`src/assert_macros.svh`:
```
// assertion macros shared by the envelope evaluator
`ifndef ASSERT_MACROS_SVH
`define ASSERT_MACROS_SVH

// property checked at every clock edge outside reset
`define PLEEV_ASSERT(label, prop, msg) \
    label: assert property (@(posedge clk) disable iff (!rst_n) prop) else $error(msg);

// condition in one cycle implies a property in the next
`define PLEEV_ASSERT_NEXT(label, cond, prop, msg) \
    label: assert property (@(posedge clk) disable iff (!rst_n) (cond) |=> (prop)) \
        else $error(msg);

`endif

```
`src/pleev_pkg.sv`:
```
// shared constants and types of the particle life envelope evaluator
package pleev_pkg;

    localparam int AGE_FRACTION_BITS   = 8;
    localparam int BLEND_FRACTION_BITS = 16;

    localparam int AGE_W       = 17;
    localparam int FRAMES_W    = 8;
    localparam int BYTE_W      = 8;
    localparam int WIDTH_W     = 25;
    localparam int POINT_W     = 32;
    localparam int CFG_INDEX_W = 3;
    localparam int CFG_DATA_W  = 64;

    localparam int LIFE_Q_W  = FRAMES_W + AGE_FRACTION_BITS;
    localparam int DIV_SHIFT = BLEND_FRACTION_BITS - AGE_FRACTION_BITS;
    localparam int T_W       = BLEND_FRACTION_BITS + 1;
    localparam int PROD_W    = WIDTH_W + T_W;

    localparam int COLOUR_LANES = 4;
    localparam int LANES        = COLOUR_LANES + 1;
    localparam int WIDTH_LANE   = COLOUR_LANES;
    localparam int ENV_POINTS   = 4;

    localparam int PT_LIFE_START = 0;
    localparam int PT_LIFE_END   = 1;
    localparam int PT_FADE_START = 2;
    localparam int PT_FADE_END   = 3;

    localparam int QUEUE_DEPTH = 4;
    localparam int QUEUE_PTR_W = $clog2(QUEUE_DEPTH);
    localparam int QUEUE_CNT_W = $clog2(QUEUE_DEPTH + 1);

    localparam logic [WIDTH_W-1:0] WIDTH_MOST = 25'd25600000;

    typedef enum logic [CFG_INDEX_W-1:0] {
        CFG_LIFE_FRAMES       = 3'd0,
        CFG_FADE_FRAMES       = 3'd1,
        CFG_RED_ENVELOPE      = 3'd2,
        CFG_GREEN_ENVELOPE    = 3'd3,
        CFG_BLUE_ENVELOPE     = 3'd4,
        CFG_ALPHA_ENVELOPE    = 3'd5,
        CFG_WIDTH_LIFE_POINTS = 3'd6,
        CFG_WIDTH_FADE_POINTS = 3'd7
    } cfg_index_t;

    typedef struct packed {
        logic [FRAMES_W-1:0]                               life_frames;
        logic [FRAMES_W-1:0]                               fade_frames;
        logic [COLOUR_LANES-1:0][ENV_POINTS-1:0][BYTE_W-1:0] colour_env;
        logic [CFG_DATA_W-1:0]                             width_life;
        logic [CFG_DATA_W-1:0]                             width_fade;
    } cfg_t;

    typedef struct packed {
        logic             fading;
        logic             saturate;
        logic [AGE_W-1:0] numer;
    } job_t;

    typedef struct packed {
        logic [QUEUE_CNT_W-1:0] count;
        logic                   full;
        logic                   empty;
    } queue_status_t;

endpackage

```
`src/pleev_ifs.sv`:
```
// request channels of the envelope evaluator
interface pleev_age_if;
    logic                          valid;
    logic                          ready;
    logic [pleev_pkg::AGE_W-1:0]   particle_age;

    modport source (output valid, output particle_age, input ready);
    modport sink (input valid, input particle_age, output ready);
endinterface

interface pleev_result_if;
    logic                          valid;
    logic                          ready;
    logic [pleev_pkg::BYTE_W-1:0]  red_out;
    logic [pleev_pkg::BYTE_W-1:0]  green_out;
    logic [pleev_pkg::BYTE_W-1:0]  blue_out;
    logic [pleev_pkg::BYTE_W-1:0]  alpha_out;
    logic [pleev_pkg::WIDTH_W-1:0] width_out;

    modport source (output valid, output red_out, output green_out, output blue_out,
                    output alpha_out, output width_out, input ready);
    modport sink (input valid, input red_out, input green_out, input blue_out,
                  input alpha_out, input width_out, output ready);
endinterface

interface pleev_cfg_if;
    logic                              valid;
    logic                              ready;
    logic [pleev_pkg::CFG_INDEX_W-1:0] index;
    logic [pleev_pkg::CFG_DATA_W-1:0]  data;

    modport source (output valid, output index, output data, input ready);
    modport sink (input valid, input index, input data, output ready);
endinterface

```
`src/pleev_front.sv`:
```
// front end: accepts ages and classifies them into life or fade jobs
module pleev_front (
    pleev_age_if.sink                age,
    input  pleev_pkg::cfg_t          cfg,
    input  pleev_pkg::queue_status_t q_status,
    output logic                     push,
    output pleev_pkg::job_t          job
);

    logic [pleev_pkg::LIFE_Q_W-1:0] life_q;
    logic [pleev_pkg::LIFE_Q_W-1:0] fade_q;
    logic [pleev_pkg::AGE_W-1:0]    diff;
    logic                           in_life;
    logic                           past_fade;

    assign life_q = {cfg.life_frames, {pleev_pkg::AGE_FRACTION_BITS{1'b0}}};
    assign fade_q = {cfg.fade_frames, {pleev_pkg::AGE_FRACTION_BITS{1'b0}}};

    assign in_life   = age.particle_age < pleev_pkg::AGE_W'(life_q);
    assign diff      = age.particle_age - pleev_pkg::AGE_W'(life_q);
    assign past_fade = (cfg.fade_frames == '0) || (diff >= pleev_pkg::AGE_W'(fade_q));

    assign age.ready = !q_status.full;
    assign push      = age.valid && !q_status.full;

    always_comb
    begin
        job.fading   = !in_life;
        job.saturate = !in_life && past_fade;
        job.numer    = in_life ? age.particle_age : diff;
    end

endmodule

```
`src/pleev_queue.sv`:
```
// short job queue between front and back end
module pleev_queue (
    input  logic                     clk,
    input  logic                     rst_n,
    input  logic                     push,
    input  pleev_pkg::job_t          push_job,
    input  logic                     pop,
    output pleev_pkg::job_t          head,
    output pleev_pkg::queue_status_t status
);

    pleev_pkg::job_t                   entries_reg [pleev_pkg::QUEUE_DEPTH];
    logic [pleev_pkg::QUEUE_PTR_W-1:0] wr_ptr_reg;
    logic [pleev_pkg::QUEUE_PTR_W-1:0] wr_ptr_next;
    logic [pleev_pkg::QUEUE_PTR_W-1:0] rd_ptr_reg;
    logic [pleev_pkg::QUEUE_PTR_W-1:0] rd_ptr_next;
    logic [pleev_pkg::QUEUE_CNT_W-1:0] count_reg;
    logic [pleev_pkg::QUEUE_CNT_W-1:0] count_next;

    always_comb
    begin
        wr_ptr_next = wr_ptr_reg;
        rd_ptr_next = rd_ptr_reg;
        count_next  = count_reg;
        if (push)
        begin
            wr_ptr_next = (wr_ptr_reg == pleev_pkg::QUEUE_PTR_W'(pleev_pkg::QUEUE_DEPTH - 1))
                ? '0 : wr_ptr_reg + 1'b1;
        end
        if (pop)
        begin
            rd_ptr_next = (rd_ptr_reg == pleev_pkg::QUEUE_PTR_W'(pleev_pkg::QUEUE_DEPTH - 1))
                ? '0 : rd_ptr_reg + 1'b1;
        end
        if (push && !pop)
        begin
            count_next = count_reg + 1'b1;
        end
        else if (pop && !push)
        begin
            count_next = count_reg - 1'b1;
        end
    end

    always_ff @(posedge clk or negedge rst_n)
    begin
        if (!rst_n)
        begin
            wr_ptr_reg <= '0;
            rd_ptr_reg <= '0;
            count_reg  <= '0;
        end
        else
        begin
            wr_ptr_reg <= wr_ptr_next;
            rd_ptr_reg <= rd_ptr_next;
            count_reg  <= count_next;
        end
    end

    always_ff @(posedge clk)
    begin
        if (push)
        begin
            entries_reg[wr_ptr_reg] <= push_job;
        end
    end

    assign head         = entries_reg[rd_ptr_reg];
    assign status.count = count_reg;
    assign status.full  = count_reg == pleev_pkg::QUEUE_CNT_W'(pleev_pkg::QUEUE_DEPTH);
    assign status.empty = count_reg == '0;

endmodule

```
`src/pleev_back.sv`:
```
// back end: pipelined fraction divider and five blending lanes
module pleev_back (
    input  logic                     clk,
    input  logic                     rst_n,
    input  pleev_pkg::cfg_t          cfg,
    input  pleev_pkg::queue_status_t q_status,
    input  pleev_pkg::job_t          head,
    output logic                     pop,
    pleev_result_if.source           result
);

    localparam int DIV_STAGES = pleev_pkg::BLEND_FRACTION_BITS;
    localparam int BF         = pleev_pkg::BLEND_FRACTION_BITS;

    localparam logic [pleev_pkg::T_W-1:0]      T_ONE = {1'b1, {BF{1'b0}}};
    localparam logic [pleev_pkg::PROD_W:0]     ROUND_UP = {{(pleev_pkg::PROD_W + 1 - BF){1'b0}},
                                                           {BF{1'b1}}};

    typedef struct packed {
        logic                          fading;
        logic                          saturate;
        logic [pleev_pkg::FRAMES_W-1:0] rem;
        logic [BF-1:0]                 dq;
    } div_t;

    function automatic div_t div_step(div_t s, logic [pleev_pkg::FRAMES_W-1:0] d);
        div_t                           r;
        logic [pleev_pkg::FRAMES_W:0]   trial;
        r     = s;
        trial = {s.rem, s.dq[BF-1]};
        r.dq  = {s.dq[BF-2:0], 1'b0};
        if (trial >= {1'b0, d})
        begin
            trial   = trial - {1'b0, d};
            r.dq[0] = 1'b1;
        end
        r.rem = trial[pleev_pkg::FRAMES_W-1:0];
        return r;
    endfunction

    function automatic logic [pleev_pkg::WIDTH_W-1:0] clip_width(
        logic [pleev_pkg::POINT_W-1:0] v);
        if (v > pleev_pkg::POINT_W'(pleev_pkg::WIDTH_MOST))
        begin
            return pleev_pkg::WIDTH_MOST;
        end
        return v[pleev_pkg::WIDTH_W-1:0];
    endfunction

    logic                              en;
    logic [DIV_STAGES:0]               div_valid_reg;
    div_t                              div_reg  [DIV_STAGES+1];
    div_t                              div_next [DIV_STAGES+1];
    logic                              mul_valid_reg;
    logic                              out_valid_reg;

    logic [pleev_pkg::T_W-1:0]         t;
    logic                              lane_fading;
    logic [pleev_pkg::CFG_DATA_W-1:0]  width_pair;
    logic [pleev_pkg::WIDTH_W-1:0]     pa [pleev_pkg::LANES];
    logic [pleev_pkg::WIDTH_W-1:0]     pb [pleev_pkg::LANES];
    logic                              up_next   [pleev_pkg::LANES];
    logic [pleev_pkg::WIDTH_W-1:0]     mag       [pleev_pkg::LANES];
    logic [pleev_pkg::PROD_W-1:0]      prod_next [pleev_pkg::LANES];
    logic [pleev_pkg::PROD_W-1:0]      prod_reg  [pleev_pkg::LANES];
    logic [pleev_pkg::WIDTH_W-1:0]     base_reg  [pleev_pkg::LANES];
    logic                              up_reg    [pleev_pkg::LANES];
    logic [pleev_pkg::PROD_W:0]        down_sum  [pleev_pkg::LANES];
    logic [pleev_pkg::WIDTH_W-1:0]     res_next  [pleev_pkg::LANES];
    logic [pleev_pkg::WIDTH_W-1:0]     res_reg   [pleev_pkg::LANES];

    assign en  = !out_valid_reg || result.ready;
    assign pop = en && !q_status.empty;

    // divider load and one quotient bit per stage
    assign div_next[0] = {head.fading, head.saturate,
                          pleev_pkg::FRAMES_W'(head.numer >> pleev_pkg::AGE_FRACTION_BITS),
                          BF'((pleev_pkg::AGE_W + BF)'(head.numer) << pleev_pkg::DIV_SHIFT)};

    for (genvar k = 1; k <= DIV_STAGES; k++)
    begin : g_div
        assign div_next[k] = div_step(div_reg[k-1],
            div_reg[k-1].fading ? cfg.fade_frames : cfg.life_frames);
    end

    // lane end points and multiply
    always_comb
    begin
        lane_fading = div_reg[DIV_STAGES].fading;
        t = div_reg[DIV_STAGES].saturate ? T_ONE : {1'b0, div_reg[DIV_STAGES].dq};
        for (int i = 0; i < pleev_pkg::COLOUR_LANES; i++)
        begin
            pa[i] = pleev_pkg::WIDTH_W'(lane_fading ? cfg.colour_env[i][pleev_pkg::PT_FADE_START]
                                                    : cfg.colour_env[i][pleev_pkg::PT_LIFE_START]);
            pb[i] = pleev_pkg::WIDTH_W'(lane_fading ? cfg.colour_env[i][pleev_pkg::PT_FADE_END]
                                                    : cfg.colour_env[i][pleev_pkg::PT_LIFE_END]);
        end
        width_pair = lane_fading ? cfg.width_fade : cfg.width_life;
        pa[pleev_pkg::WIDTH_LANE] = clip_width(width_pair[pleev_pkg::POINT_W-1:0]);
        pb[pleev_pkg::WIDTH_LANE] = clip_width(width_pair[pleev_pkg::CFG_DATA_W-1:
                                                          pleev_pkg::POINT_W]);
        for (int i = 0; i < pleev_pkg::LANES; i++)
        begin
            up_next[i]   = pb[i] >= pa[i];
            mag[i]       = up_next[i] ? pb[i] - pa[i] : pa[i] - pb[i];
            prod_next[i] = pleev_pkg::PROD_W'(mag[i]) * pleev_pkg::PROD_W'(t);
        end
    end

    // floor of the blended value
    always_comb
    begin
        for (int i = 0; i < pleev_pkg::LANES; i++)
        begin
            down_sum[i] = {1'b0, prod_reg[i]} + ROUND_UP;
            res_next[i] = up_reg[i]
                ? base_reg[i] + pleev_pkg::WIDTH_W'(prod_reg[i] >> BF)
                : base_reg[i] - pleev_pkg::WIDTH_W'(down_sum[i] >> BF);
        end
    end

    always_ff @(posedge clk or negedge rst_n)
    begin
        if (!rst_n)
        begin
            div_valid_reg <= '0;
            mul_valid_reg <= 1'b0;
            out_valid_reg <= 1'b0;
        end
        else if (en)
        begin
            div_valid_reg <= {div_valid_reg[DIV_STAGES-1:0], pop};
            mul_valid_reg <= div_valid_reg[DIV_STAGES];
            out_valid_reg <= mul_valid_reg;
        end
    end

    always_ff @(posedge clk)
    begin
        if (en)
        begin
            for (int k = 0; k <= DIV_STAGES; k++)
            begin
                div_reg[k] <= div_next[k];
            end
            for (int i = 0; i < pleev_pkg::LANES; i++)
            begin
                prod_reg[i] <= prod_next[i];
                base_reg[i] <= pa[i];
                up_reg[i]   <= up_next[i];
                res_reg[i]  <= res_next[i];
            end
        end
    end

    assign result.valid     = out_valid_reg;
    assign result.red_out   = res_reg[0][pleev_pkg::BYTE_W-1:0];
    assign result.green_out = res_reg[1][pleev_pkg::BYTE_W-1:0];
    assign result.blue_out  = res_reg[2][pleev_pkg::BYTE_W-1:0];
    assign result.alpha_out = res_reg[3][pleev_pkg::BYTE_W-1:0];
    assign result.width_out = res_reg[pleev_pkg::WIDTH_LANE];

endmodule

```
`src/particle_life_envelope_eval_unit.sv`:
```
// top level of the particle life envelope evaluator
// a request passes a queue entry, the load and 16 stages of the pipelined fraction
// divider, product and result registers; throughput: one request per cycle unless
// result stalls; a 4-entry queue decouples request acceptance from backpressure
// reset clears the queue, the pipeline valids and the configuration (life length 1)
`include "assert_macros.svh"

module particle_life_envelope_eval_unit (
    input logic            clk,
    input logic            rst_n,
    pleev_age_if.sink      age,
    pleev_cfg_if.sink      cfg,
    pleev_result_if.source result
);

    localparam int CAPACITY    = pleev_pkg::QUEUE_DEPTH + pleev_pkg::BLEND_FRACTION_BITS + 3;
    localparam int IN_FLIGHT_W = $clog2(CAPACITY + 1);

    pleev_pkg::cfg_t          cfg_reg;
    pleev_pkg::job_t          push_job;
    pleev_pkg::job_t          head;
    pleev_pkg::queue_status_t q_status;
    logic                     q_push;
    logic                     q_pop;
    logic [IN_FLIGHT_W-1:0]   in_flight_reg;
    logic [IN_FLIGHT_W-1:0]   in_flight_next;

    assign cfg.ready = 1'b1;

    always_ff @(posedge clk or negedge rst_n)
    begin
        if (!rst_n)
        begin
            cfg_reg.life_frames <= pleev_pkg::FRAMES_W'(1);
            cfg_reg.fade_frames <= '0;
            cfg_reg.colour_env  <= '0;
            cfg_reg.width_life  <= '0;
            cfg_reg.width_fade  <= '0;
        end
        else if (cfg.valid)
        begin
            unique case (pleev_pkg::cfg_index_t'(cfg.index))
                pleev_pkg::CFG_LIFE_FRAMES:
                    cfg_reg.life_frames <= cfg.data[pleev_pkg::FRAMES_W-1:0];
                pleev_pkg::CFG_FADE_FRAMES:
                    cfg_reg.fade_frames <= cfg.data[pleev_pkg::FRAMES_W-1:0];
                pleev_pkg::CFG_RED_ENVELOPE:
                    cfg_reg.colour_env[0] <= cfg.data[pleev_pkg::POINT_W-1:0];
                pleev_pkg::CFG_GREEN_ENVELOPE:
                    cfg_reg.colour_env[1] <= cfg.data[pleev_pkg::POINT_W-1:0];
                pleev_pkg::CFG_BLUE_ENVELOPE:
                    cfg_reg.colour_env[2] <= cfg.data[pleev_pkg::POINT_W-1:0];
                pleev_pkg::CFG_ALPHA_ENVELOPE:
                    cfg_reg.colour_env[3] <= cfg.data[pleev_pkg::POINT_W-1:0];
                pleev_pkg::CFG_WIDTH_LIFE_POINTS:
                    cfg_reg.width_life <= cfg.data;
                pleev_pkg::CFG_WIDTH_FADE_POINTS:
                    cfg_reg.width_fade <= cfg.data;
            endcase
        end
    end

    pleev_front u_front (
        .age      (age),
        .cfg      (cfg_reg),
        .q_status (q_status),
        .push     (q_push),
        .job      (push_job)
    );

    pleev_queue u_queue (
        .clk      (clk),
        .rst_n    (rst_n),
        .push     (q_push),
        .push_job (push_job),
        .pop      (q_pop),
        .head     (head),
        .status   (q_status)
    );

    pleev_back u_back (
        .clk      (clk),
        .rst_n    (rst_n),
        .cfg      (cfg_reg),
        .q_status (q_status),
        .head     (head),
        .pop      (q_pop),
        .result   (result)
    );

    // requests accepted but not yet delivered
    always_comb
    begin
        in_flight_next = in_flight_reg;
        if ((age.valid && age.ready) && !(result.valid && result.ready))
        begin
            in_flight_next = in_flight_reg + 1'b1;
        end
        else if (!(age.valid && age.ready) && (result.valid && result.ready))
        begin
            in_flight_next = in_flight_reg - 1'b1;
        end
    end

    always_ff @(posedge clk or negedge rst_n)
    begin
        if (!rst_n)
        begin
            in_flight_reg <= '0;
        end
        else
        begin
            in_flight_reg <= in_flight_next;
        end
    end

    `PLEEV_ASSERT(a_pop_not_empty, q_pop |-> !q_status.empty, "queue popped while empty")
    `PLEEV_ASSERT(a_result_has_request, result.valid |-> in_flight_reg != '0, "orphan result")
    `PLEEV_ASSERT(a_in_flight_bound, in_flight_reg <= IN_FLIGHT_W'(CAPACITY), "in-flight overflow")
    `PLEEV_ASSERT_NEXT(a_full_holds, q_status.full && !q_pop, q_status.full, "full queue drained")

endmodule
```
`src/flat_wrapper.sv`:
```
// flat-port wrapper written by rule: the top's interface ports become plain ports
module particle_life_envelope_eval_unit_flat 
  (clk, rst_n, age_valid, age_particle_age, age_ready, cfg_valid, cfg_index, cfg_data, cfg_ready, result_valid, result_red_out, result_green_out, result_blue_out, result_alpha_out, result_width_out, result_ready);
  pleev_age_if age_i ();
  pleev_cfg_if cfg_i ();
  pleev_result_if result_i ();
  input logic clk;
  input logic rst_n;
  input wire logic [$bits(age_i.valid)-1:0] age_valid;
  input wire logic [$bits(age_i.particle_age)-1:0] age_particle_age;
  output wire logic [$bits(age_i.ready)-1:0] age_ready;
  input wire logic [$bits(cfg_i.valid)-1:0] cfg_valid;
  input wire logic [$bits(cfg_i.index)-1:0] cfg_index;
  input wire logic [$bits(cfg_i.data)-1:0] cfg_data;
  output wire logic [$bits(cfg_i.ready)-1:0] cfg_ready;
  output wire logic [$bits(result_i.valid)-1:0] result_valid;
  output wire logic [$bits(result_i.red_out)-1:0] result_red_out;
  output wire logic [$bits(result_i.green_out)-1:0] result_green_out;
  output wire logic [$bits(result_i.blue_out)-1:0] result_blue_out;
  output wire logic [$bits(result_i.alpha_out)-1:0] result_alpha_out;
  output wire logic [$bits(result_i.width_out)-1:0] result_width_out;
  input wire logic [$bits(result_i.ready)-1:0] result_ready;
  assign age_i.valid = age_valid;
  assign age_i.particle_age = age_particle_age;
  assign age_ready = age_i.ready;
  assign cfg_i.valid = cfg_valid;
  assign cfg_i.index = cfg_index;
  assign cfg_i.data = cfg_data;
  assign cfg_ready = cfg_i.ready;
  assign result_valid = result_i.valid;
  assign result_red_out = result_i.red_out;
  assign result_green_out = result_i.green_out;
  assign result_blue_out = result_i.blue_out;
  assign result_alpha_out = result_i.alpha_out;
  assign result_width_out = result_i.width_out;
  assign result_i.ready = result_ready;
  particle_life_envelope_eval_unit u_core (.clk(clk), .rst_n(rst_n), .age(age_i), .cfg(cfg_i), .result(result_i));
endmodule
```
`config.mk`:
```
export PLATFORM = sky130hd
export DESIGN_NAME = particle_life_envelope_eval_unit_flat
export DESIGN_NICKNAME = d
export VERILOG_FILES = /design/src/pleev_pkg.sv /design/src/pleev_ifs.sv /design/src/pleev_front.sv /design/src/pleev_queue.sv /design/src/pleev_back.sv /design/src/particle_life_envelope_eval_unit.sv /design/src/flat_wrapper.sv
export VERILOG_INCLUDE_DIRS = /design/src /design/src/src
export SDC_FILE = /design/constraint.sdc
export NUM_CORES = 2
export LEC_CHECK = 0
export BUFFER_PORTS_ARGS = -buffer_cell sky130_fd_sc_hd__buf_2
export CORE_MARGIN = 1
export CORE_UTILIZATION = 42
export DETAILED_ROUTE_END_ITERATION = 8
export SYNTH_ARGS = -nofsm -noshare
export SYNTH_HDL_FRONTEND = slang
export SYNTH_SLANG_ARGS = --single-unit
```
`constraint.sdc`:
```
create_clock -name clk -period 21.5 [get_ports clk]
set_input_delay 2.15 -clock clk [delete_from_list [all_inputs] [get_ports clk]]
set_output_delay 2.15 -clock clk [all_outputs]
set_load 0.01 [all_outputs]
```
==> results.tsv <==
metric	value	unit
WS Path Type	register to register	
Hold Path Stages	0	
DRT Pass-1 Iters	6	
Req. time, crit path	22000	ps
Setup Fix Bufs, Post-CTS	0	
clock skew	47.52	ps
RD Place Congestion	0.9282	
Mapped Area	89270	µm²
critical path's slowest cell	xnor2_1	
Synth cell types	100	
final setup violation count	0	
Top Ports	149	
hold slack final	414.1	ps
dpl ws	9063	ps
R2R Setup Slk	8920	ps
Avg Inst Size Synth	10.53	µm²
Hold Vio Cnt, Final	0	
Worst-path clk slew	60	ps
Worst Hold Class	register to register	
Nets	10280	
max_cap viols	0	
clk_lat worst skew	780	ps
ranking of synthesized cells by area	fa_1 (23%), edfxtp_1 (22%), ha_1 (9.3%), dfrtp_1 (8.3%), inv_1 (6.1%)	
H-Tree Depth	3	
Worst path max stage delay	1000	ps
R2R cell count	39	
fin util	46.12	%
Synth top area share	22.94	%
vias in the first global route	63840	
Setup WS post-layout	8921	ps
flip-flop count of the largest register after layout	334	
clock sink count	960	
Post-DP HPWL	184900	µm
status	finished clean	
Synth area leader	fa_1	
initial core utilization	42.42	%
Iteration-0 DRC Markers	4462	
P&R area growth vs syn	8.715	%
CP Capture Type	register	
initial antenna violation count	34	
final period utilization	58.51	%
relative slew slack	14.14	%
Die Ht	463.0	µm
wirelength, routed	246500	µm
ys async rst share	31.04	%
CTS tree	built	
CP Data Arrival Time	13080	ps
CTS hold repair buffers	0	
Root Driver	clkbuf_16	
synth warn	0	
GRT Util Overall	23.13	%
commonest non-fill, non-tap cell in the layout	inv_1	
fill count	19570	
Reg area	27340	µm²
Post-Route Setup TNS	0	ps
WL/cell	21.60	µm
chip width	463.0	µm
DRC viols	0	
hold_sp	u_core.u_back.div_reg[0][373]$_DFFE_PP_	
CTS buffer count	111	
Routed Antenna Nets	0	
clk buf depth	3	
EDFF count, synth	662	
Max Slew Vio Count	0	
Syn Inst Count	8479	
Slew @ Worst Pin	1279	ps
Die ar.	214400	µm²
Main synth FF type	edfxtp_1	
pin count of the biggest net entering global routing	169	
port bufs	147	
drt via density	5.351	
row count	168	
share of cells above drive strength 1	10.75	%
type of origin of the critical path	register	
Post-CTS Resized	0	
first-pass GRT wire length	380200	µm
reg-to-reg endpoint	u_core.u_back.prod_reg[0][208]$_DFFE_PP_	
Core Region	210400	µm²
syn_nets	10260	
r2r startpoint	u_core.u_back.div_reg[0][441]$_DFFE_PP_	
Seq cells post-synth	960	
Worst path most repeated cell	fa_1	
commonest cells after routing, fill and taps aside	inv_1 (1,445), fa_1 (1,023), nand2_1 (743)	
Max FO, Critical Path	62	
global route overflow	0	
sequential cell area fraction in the yosys report	30.62	%
Max Freq	79.50	MHz
via count	61070	
Multi-input gate area	55260	µm²
hold endpoint	u_core.u_back.div_reg[0][400]$_DFFE_PP_	
Period minus WS final	12580	ps
RSZ-0062 raised after global routing	no	
==> worst max-delay path: cells and delay by family, from the launching register on <==
family	cells	cell delay, ps
adders and majority gates	8	3700
buffers and inverters	5	1070
xor gates and xnor gates	2	1120
muxes	1	200
AOI/OAI and AO/OA	13	3270
DFF	1	340
and+or+nand+nor	10	2530
==> layer usage <==
metal  track usage (%)  part of all wire [%]
met3             4.483                   7.1
met2             37.73                    47
met4             8.296                   3.8
met5                 0                 0.052
met1             30.56                    42
==> per-stage QoR <==
stage | instances | area, µm²
finish | 11410 | 97050
global route | 11400 | 97020
CTS | 11400 | 97010
detailed placement | 11190 | 93090
global placement | 11190 | 93090
floorplan | 8479 | 89270
==> logic make-up (layout without fill, tap and decap cells) <==
kind of cell	count (synthesis)	count (layout)	share of synthesized area, %
AND/OR/NAND/NOR	2039	2039	10.64
XOR/XNOR	396	396	3.902
flip-flops	960	960	30.62
multiplexers	640	640	7.971
other	1	15	0.004201
AO/OA/AOI/OAI	959	959	6.899
buffers and inverters	1794	1910	7.664
adder cells (fa/ha/maj)	1690	1690	32.29
==> cell type report <==
type / instances / share of cell area, %
antenna: 14 / 0.03610
clock buffer: 137 / 3.132
clock inverter: 73 / 0.9076
inverter: 1447 / 5.599
multi-input combinational: 5725 / 56.94
sequential: 960 / 28.17
tap: 2805 / 3.616
timing repair buffer: 253 / 1.601
==> cells in the mapped netlist (all sizes together), types with 7 or more instances <==
cell type and n:
inv 1446, fa 1023, nand2 743, ha 667, edfxtp 662, nor2 531, mux2 387, dfrtp 297
clkbuf 292, a21oi 276, xnor2 257, o21ai 248, mux2i 235, xor2 139, and2 125, a21o 112
nand3 106, nor3 96, nand2b 83, nor2b 79, and3 60, o21a 58, buf 55, nor4 52
nand4 49, o21bai 47, a21boi 39, nand3b 36, a211oi 22, a31oi 22, or3 19, a311oi 18
mux4 18, o31ai 18, nor3b 16, o211ai 12, or2 12, or4 9, a221o 7, o41ai 7
==> how the worst max path moves through the flow <==
stage	startpoint	end	slack, ps	depth (start not counted)
floorplan	result_ready	u_core.u_back.div_valid_reg[10]$_DFFE_PN0P_	780	3
global placement	u_core.u_back.div_reg[0][441]$_DFFE_PP_	u_core.u_back.prod_reg[0][205]$_DFFE_PP_	9270	40
detailed placement	u_core.u_back.div_reg[0][441]$_DFFE_PP_	u_core.u_back.prod_reg[0][205]$_DFFE_PP_	9060	40
CTS	u_core.u_back.div_reg[0][441]$_DFFE_PP_	u_core.u_back.prod_reg[0][205]$_DFFE_PP_	9050	40
global route	u_core.u_back.div_reg[0][441]$_DFFE_PP_	u_core.u_back.prod_reg[0][205]$_DFFE_PP_	8160	40
finish	u_core.u_back.div_reg[0][441]$_DFFE_PP_	u_core.u_back.prod_reg[0][208]$_DFFE_PP_	8920	39
Power is not shown: default switching activity piles up to over one toggle a cycle in this logic, so the estimate is an artifact.
